===== src/rtl/ostt_pkg.sv =====
package ostt_pkg;

  // Table size and derived slot index width.
  localparam int TIMER_SLOTS = 32;
  localparam int SLOT_W      = (TIMER_SLOTS > 1) ? $clog2(TIMER_SLOTS) : 1;

  // Field widths.
  localparam int OP_W       = 2;
  localparam int PORT_W     = 16;
  localparam int DELAY_W    = 32;
  localparam int NOW_W      = 48;
  localparam int DUE_W      = 49;
  localparam int KIND_W     = 3;
  localparam int INDEX_W    = 6;
  localparam int IN_DATA_W  = 96;
  localparam int OUT_DATA_W = 24;

  // Request codes.
  typedef enum logic [OP_W-1:0] {
    OP_ARM      = 2'd0,
    OP_DEAD     = 2'd1,
    OP_EXPIRE   = 2'd2,
    OP_RESERVED = 2'd3
  } op_t;

  // Result kinds.
  typedef enum logic [KIND_W-1:0] {
    KIND_ARMED = 3'd0,
    KIND_FULL  = 3'd1,
    KIND_FIRED = 3'd2,
    KIND_DONE  = 3'd3,
    KIND_DEAD  = 3'd4
  } kind_t;

  // Sequencer states.
  typedef enum logic [2:0] {
    ST_IDLE,
    ST_ARM,
    ST_MARK,
    ST_EXPIRE,
    ST_FINAL
  } state_t;

  // Update request from the sequencer to the slot file.
  typedef struct packed {
    logic              wr_en;
    logic              clr_en;
    logic              mark_en;
    logic              purge;
    logic [SLOT_W-1:0] idx;
    logic [PORT_W-1:0] port;
    logic [DUE_W-1:0]  due;
  } slot_cmd_t;

  // Contents of the slot under the scan pointer.
  typedef struct packed {
    logic              valid;
    logic              dead;
    logic [PORT_W-1:0] port;
    logic [DUE_W-1:0]  due;
  } slot_rd_t;

endpackage


===== src/rtl/ostt_slot_file.sv =====
module ostt_slot_file (
  input  logic                        clk,
  input  logic                        rst_n,
  input  ostt_pkg::slot_cmd_t         cmd,
  input  logic [ostt_pkg::SLOT_W-1:0] rd_idx,
  output ostt_pkg::slot_rd_t          rd
);
  import ostt_pkg::*;

  logic [TIMER_SLOTS-1:0] valid_r;
  logic [TIMER_SLOTS-1:0] valid_nxt;
  logic [TIMER_SLOTS-1:0] dead_r;
  logic [TIMER_SLOTS-1:0] dead_nxt;
  logic [PORT_W-1:0]      port_r [TIMER_SLOTS];
  logic [DUE_W-1:0]       due_r  [TIMER_SLOTS];

  // Status bits: a purge frees every dead slot; a write on the same cycle wins.
  always_comb begin
    valid_nxt = valid_r;
    dead_nxt  = dead_r;
    if (cmd.purge) begin
      valid_nxt = valid_r & ~dead_r;
      dead_nxt  = '0;
    end
    if (cmd.clr_en) begin
      valid_nxt[cmd.idx] = 1'b0;
      dead_nxt[cmd.idx]  = 1'b0;
    end
    if (cmd.mark_en) begin
      dead_nxt[cmd.idx] = 1'b1;
    end
    if (cmd.wr_en) begin
      valid_nxt[cmd.idx] = 1'b1;
      dead_nxt[cmd.idx]  = 1'b0;
    end
  end

  always_ff @(posedge clk) begin
    if (!rst_n) begin
      valid_r <= '0;
      dead_r  <= '0;
    end else begin
      valid_r <= valid_nxt;
      dead_r  <= dead_nxt;
    end
  end

  // Port and deadline storage is only read behind a valid bit.
  always_ff @(posedge clk) begin
    if (cmd.wr_en) begin
      port_r[cmd.idx] <= cmd.port;
      due_r[cmd.idx]  <= cmd.due;
    end
  end

  // The slot under the scan pointer.
  assign rd.valid = valid_r[rd_idx];
  assign rd.dead  = dead_r[rd_idx];
  assign rd.port  = port_r[rd_idx];
  assign rd.due   = due_r[rd_idx];

endmodule


===== src/rtl/one_shot_timer_table_core.sv =====
// An arm scans from slot zero up to the first free slot, where its result is loaded.
// A port-dead request and an expire scan load their last result once the walk is done, and
// stall while output backpressure holds a result back; both walk all 32 slots with one
// compare unit, one slot a cycle except while an expire scan holds on a due slot.
// Throughput: one request at a time, taken again on the cycle after its last result is loaded.
// Reset clears the sequencer, the output valid flag and all valid and dead bits.
module one_shot_timer_table_core (
  input  logic                            clk,
  input  logic                            rst_n,
  input  logic                            in_tvalid,
  output logic                            in_tready,
  input  logic [ostt_pkg::IN_DATA_W-1:0]  in_tdata,  // port_id[15:0], delay_ms[47:16], now_ms[95:48]
  input  logic [ostt_pkg::OP_W-1:0]       in_tuser,  // operation[1:0]
  output logic                            out_tvalid,
  input  logic                            out_tready,
  output logic [ostt_pkg::OUT_DATA_W-1:0] out_tdata, // fired_port[15:0], slot_index[21:16], zero
  output logic [ostt_pkg::KIND_W-1:0]     out_tuser, // kind[2:0]
  output logic                            out_tlast
);
  import ostt_pkg::*;

  localparam logic [SLOT_W-1:0] LAST_IDX = SLOT_W'(TIMER_SLOTS - 1);

  state_t            state_r, state_nxt;
  logic [SLOT_W-1:0] idx_r, idx_nxt;
  logic [PORT_W-1:0] port_r, port_nxt;
  logic [NOW_W-1:0]  now_r, now_nxt;
  logic [DUE_W-1:0]  due_r, due_nxt;
  logic              dead_seen_r, dead_seen_nxt;
  logic [SLOT_W-1:0] dead_idx_r, dead_idx_nxt;
  kind_t             fin_kind_r, fin_kind_nxt;

  logic               out_valid_r, out_valid_nxt;
  kind_t              out_kind_r, out_kind_nxt;
  logic [PORT_W-1:0]  out_port_r, out_port_nxt;
  logic [INDEX_W-1:0] out_index_r, out_index_nxt;
  logic               out_last_r, out_last_nxt;

  slot_cmd_t         cmd;
  slot_rd_t          rd;
  logic              out_free;
  logic              at_last;
  logic [DUE_W:0]    diff;
  logic              due_hit;
  logic              port_hit;
  logic              emit;
  kind_t             emit_kind;
  logic [PORT_W-1:0] emit_port;
  logic [SLOT_W-1:0] emit_idx;
  logic              emit_last;
  logic [SLOT_W-1:0] arm_idx;

  ostt_slot_file u_slots (
    .clk    (clk),
    .rst_n  (rst_n),
    .cmd    (cmd),
    .rd_idx (idx_r),
    .rd     (rd)
  );

  // Shared compare unit: deadline check and port match on the slot under the pointer.
  assign diff     = {2'b00, now_r} - {1'b0, rd.due};
  assign due_hit  = ~diff[DUE_W];
  assign port_hit = (rd.port == port_r);

  assign out_free  = !out_valid_r || out_tready;
  assign at_last   = (idx_r == LAST_IDX);
  assign in_tready = (state_r == ST_IDLE);
  assign arm_idx   = dead_seen_r ? dead_idx_r : idx_r;

  // Sequencer: next state, slot updates and result generation.
  always_comb begin
    state_nxt     = state_r;
    idx_nxt       = idx_r;
    port_nxt      = port_r;
    now_nxt       = now_r;
    due_nxt       = due_r;
    dead_seen_nxt = dead_seen_r;
    dead_idx_nxt  = dead_idx_r;
    fin_kind_nxt  = fin_kind_r;
    cmd           = '0;
    cmd.port      = port_r;
    cmd.due       = due_r;
    cmd.idx       = idx_r;
    emit          = 1'b0;
    emit_kind     = KIND_DONE;
    emit_port     = '0;
    emit_idx      = '0;
    emit_last     = 1'b1;
    case (state_r)
      ST_IDLE: begin
        idx_nxt = '0;
        if (in_tvalid) begin
          port_nxt      = in_tdata[PORT_W-1:0];
          now_nxt       = in_tdata[IN_DATA_W-1 -: NOW_W];
          due_nxt       = DUE_W'(in_tdata[IN_DATA_W-1 -: NOW_W])
                        + DUE_W'(in_tdata[PORT_W +: DELAY_W]);
          dead_seen_nxt = 1'b0;
          case (op_t'(in_tuser))
            OP_ARM: begin
              state_nxt = ST_ARM;
            end
            OP_DEAD: begin
              state_nxt    = ST_MARK;
              fin_kind_nxt = KIND_DEAD;
            end
            OP_EXPIRE: begin
              // Dead slots are dropped before any deadline is examined.
              cmd.purge    = 1'b1;
              state_nxt    = ST_EXPIRE;
              fin_kind_nxt = KIND_DONE;
            end
            default: begin
              state_nxt = ST_IDLE;
            end
          endcase
        end
      end
      ST_ARM: begin
        if (!rd.valid) begin
          if (out_free) begin
            cmd.wr_en = 1'b1;
            emit      = 1'b1;
            emit_kind = KIND_ARMED;
            emit_port = port_r;
            emit_idx  = idx_r;
            state_nxt = ST_IDLE;
            idx_nxt   = '0;
          end
        end else begin
          if (rd.dead && !dead_seen_r) begin
            dead_seen_nxt = 1'b1;
            dead_idx_nxt  = idx_r;
          end
          if (at_last) begin
            if (out_free) begin
              emit      = 1'b1;
              emit_port = port_r;
              state_nxt = ST_IDLE;
              idx_nxt   = '0;
              if (dead_seen_r || rd.dead) begin
                // Table full: free the dead slots and reuse the lowest of them.
                cmd.purge = 1'b1;
                cmd.wr_en = 1'b1;
                cmd.idx   = arm_idx;
                emit_kind = KIND_ARMED;
                emit_idx  = arm_idx;
              end else begin
                emit_kind = KIND_FULL;
              end
            end
          end else begin
            idx_nxt = idx_r + 1'b1;
          end
        end
      end
      ST_MARK: begin
        cmd.mark_en = rd.valid && port_hit;
        if (at_last) begin
          state_nxt = ST_FINAL;
          idx_nxt   = '0;
        end else begin
          idx_nxt = idx_r + 1'b1;
        end
      end
      ST_EXPIRE: begin
        if (rd.valid && due_hit && !out_free) begin
          // Hold on this slot until the output register frees up.
          idx_nxt = idx_r;
        end else begin
          if (rd.valid && due_hit) begin
            cmd.clr_en = 1'b1;
            emit       = 1'b1;
            emit_kind  = KIND_FIRED;
            emit_port  = rd.port;
            emit_idx   = idx_r;
            emit_last  = 1'b0;
          end
          if (at_last) begin
            state_nxt = ST_FINAL;
            idx_nxt   = '0;
          end else begin
            idx_nxt = idx_r + 1'b1;
          end
        end
      end
      ST_FINAL: begin
        if (out_free) begin
          emit      = 1'b1;
          emit_kind = fin_kind_r;
          emit_port = (fin_kind_r == KIND_DEAD) ? port_r : '0;
          state_nxt = ST_IDLE;
        end
      end
      default: begin
        state_nxt = ST_IDLE;
        idx_nxt   = '0;
      end
    endcase
  end

  // Output register: loads a new result or drains on a transaction.
  always_comb begin
    out_valid_nxt = out_valid_r;
    out_kind_nxt  = out_kind_r;
    out_port_nxt  = out_port_r;
    out_index_nxt = out_index_r;
    out_last_nxt  = out_last_r;
    if (emit) begin
      out_valid_nxt = 1'b1;
      out_kind_nxt  = emit_kind;
      out_port_nxt  = emit_port;
      out_index_nxt = INDEX_W'(emit_idx);
      out_last_nxt  = emit_last;
    end else if (out_tready) begin
      out_valid_nxt = 1'b0;
    end
  end

  always_ff @(posedge clk) begin
    if (!rst_n) begin
      state_r     <= ST_IDLE;
      idx_r       <= '0;
      dead_seen_r <= 1'b0;
      fin_kind_r  <= KIND_DONE;
      out_valid_r <= 1'b0;
    end else begin
      state_r     <= state_nxt;
      idx_r       <= idx_nxt;
      dead_seen_r <= dead_seen_nxt;
      fin_kind_r  <= fin_kind_nxt;
      out_valid_r <= out_valid_nxt;
    end
  end

  always_ff @(posedge clk) begin
    port_r      <= port_nxt;
    now_r       <= now_nxt;
    due_r       <= due_nxt;
    dead_idx_r  <= dead_idx_nxt;
    out_kind_r  <= out_kind_nxt;
    out_port_r  <= out_port_nxt;
    out_index_r <= out_index_nxt;
    out_last_r  <= out_last_nxt;
  end

  assign out_tvalid = out_valid_r;
  assign out_tuser  = out_kind_r;
  assign out_tdata  = {{(OUT_DATA_W - PORT_W - INDEX_W){1'b0}}, out_index_r, out_port_r};
  assign out_tlast  = out_last_r;

  // Only fired results leave a request open; every other kind closes it.
  a_last_kind: assert property (@(posedge clk) disable iff (!rst_n)
    out_valid_r |-> ((out_kind_r == KIND_FIRED) == !out_last_r))
    else $error("tlast does not match the result kind");

  // A request with a defined code keeps the block busy on the next cycle.
  a_busy_after_accept: assert property (@(posedge clk) disable iff (!rst_n)
    (in_tvalid && in_tready && (in_tuser != OP_RESERVED)) |=> !in_tready)
    else $error("input accepted again without a scan");

  // The scan pointer always starts from slot zero.
  a_idle_idx: assert property (@(posedge clk) disable iff (!rst_n)
    (state_r == ST_IDLE) |-> (idx_r == '0))
    else $error("scan pointer not cleared while idle");

  // A fired result is only loaded for a slot whose deadline has passed.
  a_fire_due: assert property (@(posedge clk) disable iff (!rst_n)
    (emit && (emit_kind == KIND_FIRED)) |-> (rd.valid && due_hit))
    else $error("timer fired before its deadline");

endmodule

===== config.mk =====
export PLATFORM = sky130hd
export DESIGN_NAME = one_shot_timer_table_core
export DESIGN_NICKNAME = d
export VERILOG_FILES = /design/src/rtl/ostt_pkg.sv /design/src/rtl/ostt_slot_file.sv /design/src/rtl/one_shot_timer_table_core.sv
export SDC_FILE = /design/constraint.sdc
export NUM_CORES = 2
export LEC_CHECK = 0
export ABC_AREA = 0
export BUFFER_PORTS_ARGS = -buffer_cell sky130_fd_sc_hd__buf_2
export CAP_MARGIN = 5
export CORE_ASPECT_RATIO = 0.7
export CORE_MARGIN = 2
export CORE_UTILIZATION = 45
export CTS_CLUSTER_SIZE = 20
export DETAILED_ROUTE_END_ITERATION = 10
export GPL_TIMING_DRIVEN = 0
export PLACE_DENSITY = 0.7
export SKIP_CTS_REPAIR_TIMING = 1
export SYNTH_ARGS = -nofsm -noshare
export SYNTH_HDL_FRONTEND = slang
export SYNTH_SLANG_ARGS = --single-unit

===== constraint.sdc =====
create_clock -name clk -period 10.4 [get_ports clk]
set_input_delay 0 -clock clk [delete_from_list [all_inputs] [get_ports clk]]
set_output_delay 0 -clock clk [all_outputs]
set_load 0.01 [all_outputs]

==> flow_summary.yaml <==
sta:
  final.setup.worst_slack_ns: 0.344
  fmax_mhz: 99.4
  report.final.hold_viol_count: 0
  finalMaxSlewViolations: 0
  relSlewSlack_pct: 2.60
  fin_crit_sh_pct: 96.7
  setup_viol: 0
  clock-skew-final_ns: 0.0738
  worst_pin_slew_ns: 1.45
  min_period_ns: 10.06
  grt_setup_unrepaired: "false"
power:
  p_int_uw: 14900
  p_leak_uw: 0.0332
  switching_power_uw: 4150
  power_density_mw_per_mm2: 178
  p_sw_share_pct: 21.8
  pwr-share-clk_pct: 38.8
  irDropWorstVdd_uv: 169
  power_frac_seq_pct: 56.5
  p_comb_share_pct: 4.7
global_routing:
  grt_overflow: 0
  grt_max_degree: 43
  grt_first_pass_wirelength_microns: 369000
  antenna_found_initial: 4
  grt_pass1_vias: 47400
  grt_use_total_pct: 25.6
floorplanning:
  ios: 132
  dieArea_sq_mm: 0.207
  core_area_sq_mm: 0.202
  die_x_microns: 543
  die_y_microns: 381
  row_count: 138
  initial_core_util_pct: 45.3
detailed_routing:
  vias_per_cell: 6.49
  dr.pass1.iters: 7
  wire_per_inst_microns: 34.5
  routed_wl_microns: 270000
  antenna_left: 0
  drc: 0
  vias: 50800
  drt_iter0_markers: 8424
critical_path:
  setup.worst_path.start_class: "register"
  crit_fanout: 16
  worst_setup_path_end_kind: "register"
  worst_r2r_path_depth: 22
  arrival_ns: 10.61
  required_ns: 10.96
  crit_type: "register to register"
clocking:
  clk_path_buf_depth: 4
  numCtsBuffers: 203
  clock_latency_ns: 0.88
  cts_sinks: 2304
  htree_levels: 4
  cts_tree: "done"
  cts.clk_slew.worst_paths_ns: 0.07
  root_buffer: "clkbuf_16"
yosys:
  synthXorXnorAreaFrac_pct: 0.517
  synth_cell_types: 89
  synth_edf_count: 2223
  synth_area_leader_cell: "edfxtp_1"
  ys_ff_latch: 2304
  ys_seq_area_share_pct: 74.7
  synth_adder_area_share_pct: 1.17
  yosysWarningCount: 0
  synth_cells: 4332
  syn_area_per_cell_sq_um: 21.1
  synth_mux_area_share_pct: 16.6
  synth_area_leaders: "edfxtp_1, mux4_2, dfxtp_1, mux2i_1, ha_1"
  synth_compound_area_share_pct: 3.09
  synth_ff_type: "edfxtp_1"
  synth_top_area_share_pct: 73.0
  async_flop_share_pct: 0
  synthSimpleGateAreaFrac_pct: 2.62
  synth_top_family_by_area: "multiplexers"
  syn-cell-area_sq_mm: 0.0915
placed_design:
  pre_cts_slack_ns: 0.602
  portBuffers: 127
  hpwl_microns: 177000
  gp_congestion: 0.890
finish:
  n_fill_cell: 15300
  syn_to_final_growth_pct: 16.9
  nets: 5203
  drive_gt1_share_pct: 25.4
  utilization_pct: 52.9
job:
  max_cap_violations: 0
outcome:
  status: "finished, final reports clean"
min_path:
  hold_path.class: "input port to register"
  min_path_cells: 2
[placed cells by master, fill, tap and decap left out, types with 20 or more instances in the layout]
cell / instances
nand2_1: 147
clkinv_2: 22
xnor2_1: 41
clkbuf_16: 206
buf_2: 156
o2111ai_1: 24
and3_1: 20
mux2i_1: 140
o21ai_0: 62
a21o_1: 32
buf_12: 93
dfxtp_1: 81
a32o_1: 26
ha_1: 84
clkbuf_1: 137
a22oi_1: 42
clkinv_1: 46
nor2_4: 29
edfxtp_1: 2223
a21oi_1: 61
mux4_2: 597
dlygate4sd3_1: 182
buf_16: 25
buf_4: 26
buf_1: 54
buf_6: 42
nand4_1: 24
inv_1: 27
nand3_1: 59
nor2_1: 99
[power by group through the flow]
stage	sequential, uW	clock, uW	combinational [uW]
2_1_floorplan	10800	0	480
3_3_place_gp	10900	0	766
3_5_place_dp	10900	0	800
4_1_cts	10700	7420	806
5_1_grt	10800	7770	938
6_report	10800	7390	890
[cell type report]
| cell class | count | area [sq um] | area share, % |
|---|---|---|---|
| flip-flops and latches | 2304 | 68400 | 63.9 |
| multi-input cells | 1786 | 22200 | 20.8 |
| repair buffers | 477 | 5600 | 5.24 |
| clock buffers | 259 | 5360 | 5.02 |
| well taps | 2660 | 3330 | 3.11 |
| plain buffers | 213 | 1050 | 0.978 |
| clock inverters | 97 | 902 | 0.843 |
| inverters | 31 | 116 | 0.109 |
| diodes | 2 | 5.00 | 0.00468 |
[worst max-delay path, stage by stage, from the launching register on]
cell and delay, ns:
dfxtp_1 0.50, buf_6 0.24, buf_4 0.26, buf_2 0.41
buf_2 0.43, buf_4 0.40, clkbuf_1 0.76, buf_1 0.90
mux4_2 0.43, mux4_2 0.48, mux2i_1 0.35, ha_1 0.34
a2111oi_0 0.39, o21ai_0 0.14, o221ai_1 0.61, o211ai_1 0.26
a2111o_1 0.72, or2_2 0.41, and2_1 0.23, inv_2 0.19
clkbuf_1 0.60, o21ai_2 0.36, buf_8 0.27
[kinds of logic (layout without fill, tap and decap cells)]
logic type | count (synthesis) | count (layout)
multiplexers | 757 | 757
XOR/XNOR | 54 | 54
adder cells (fa/ha/maj) | 85 | 85
flip-flops | 2304 | 2304
other | 1 | 5
AND/OR/NAND/NOR | 494 | 494
buffers and inverters | 244 | 1077
AO/OA/AOI/OAI | 393 | 393
[per-stage QoR]
| stage | instance area (sq um) | TNS [ns] | instances | power [uW] | hold slack (ns) |
|---|---|---|---|---|---|
| floorplan | 91500 | 0 | 4334 | 11300 | 0.0989 |
| global placement | 95500 | -4119.43 | 7121 | 11700 | 0.180 |
| detailed placement | 98700 | 0 | 7280 | 11700 | 0.178 |
| CTS | 105000 | 0 | 7636 | 19000 | -0.711 |
| global route | 107000 | 0 | 7828 | 19500 | 0.0154 |
| finish | 107000 | 0 | 7829 | 19000 | 0.00562 |
[registers in the layout, summed over array words and instances (netlist names), 16 cells and up, named ones only]
name / count
port_r: 16
u_slots.dead_r: 32
u_slots.due_r: 1568
u_slots.port_r: 512
now_r: 48
u_slots.valid_r: 32
out_port_r: 16
due_r: 49
[synth_stat cells (27+ instances only)]
master    count
a21o_1       32
nand3_1      59
a21oi_1      61
buf_2        28
edfxtp_1   2223
nor2_1      128
o21ai_0      63
nand2_1     147
buf_1        56
xnor2_1      41
dfxtp_1      81
mux2i_1     140
clkbuf_1     92
ha_1         84
a22oi_1      42
inv_1        27
mux4_2      597
[worst paths after layout]
kind,start,endpoint,slack (ns)
setup / recovery,register,out_port_r[10],0.34
hold / removal,in_tdata[80],now_r[32],0.006
setup reg to reg,register,out_port_r[10],0.34
hold reg to reg,u_slots.dead_r[1],u_slots.dead_r[1],0.47
[metal layers]
layer,vias up,GRT usage (%),part of all wire (%)
met1,26800,37.2,39
met3,515,6.55,13
met2,3884,37.8,45
li1,19600,-,-
met5,-,0,0.013
met4,4,8.41,3.5
(Power assumes the default switching activity.)
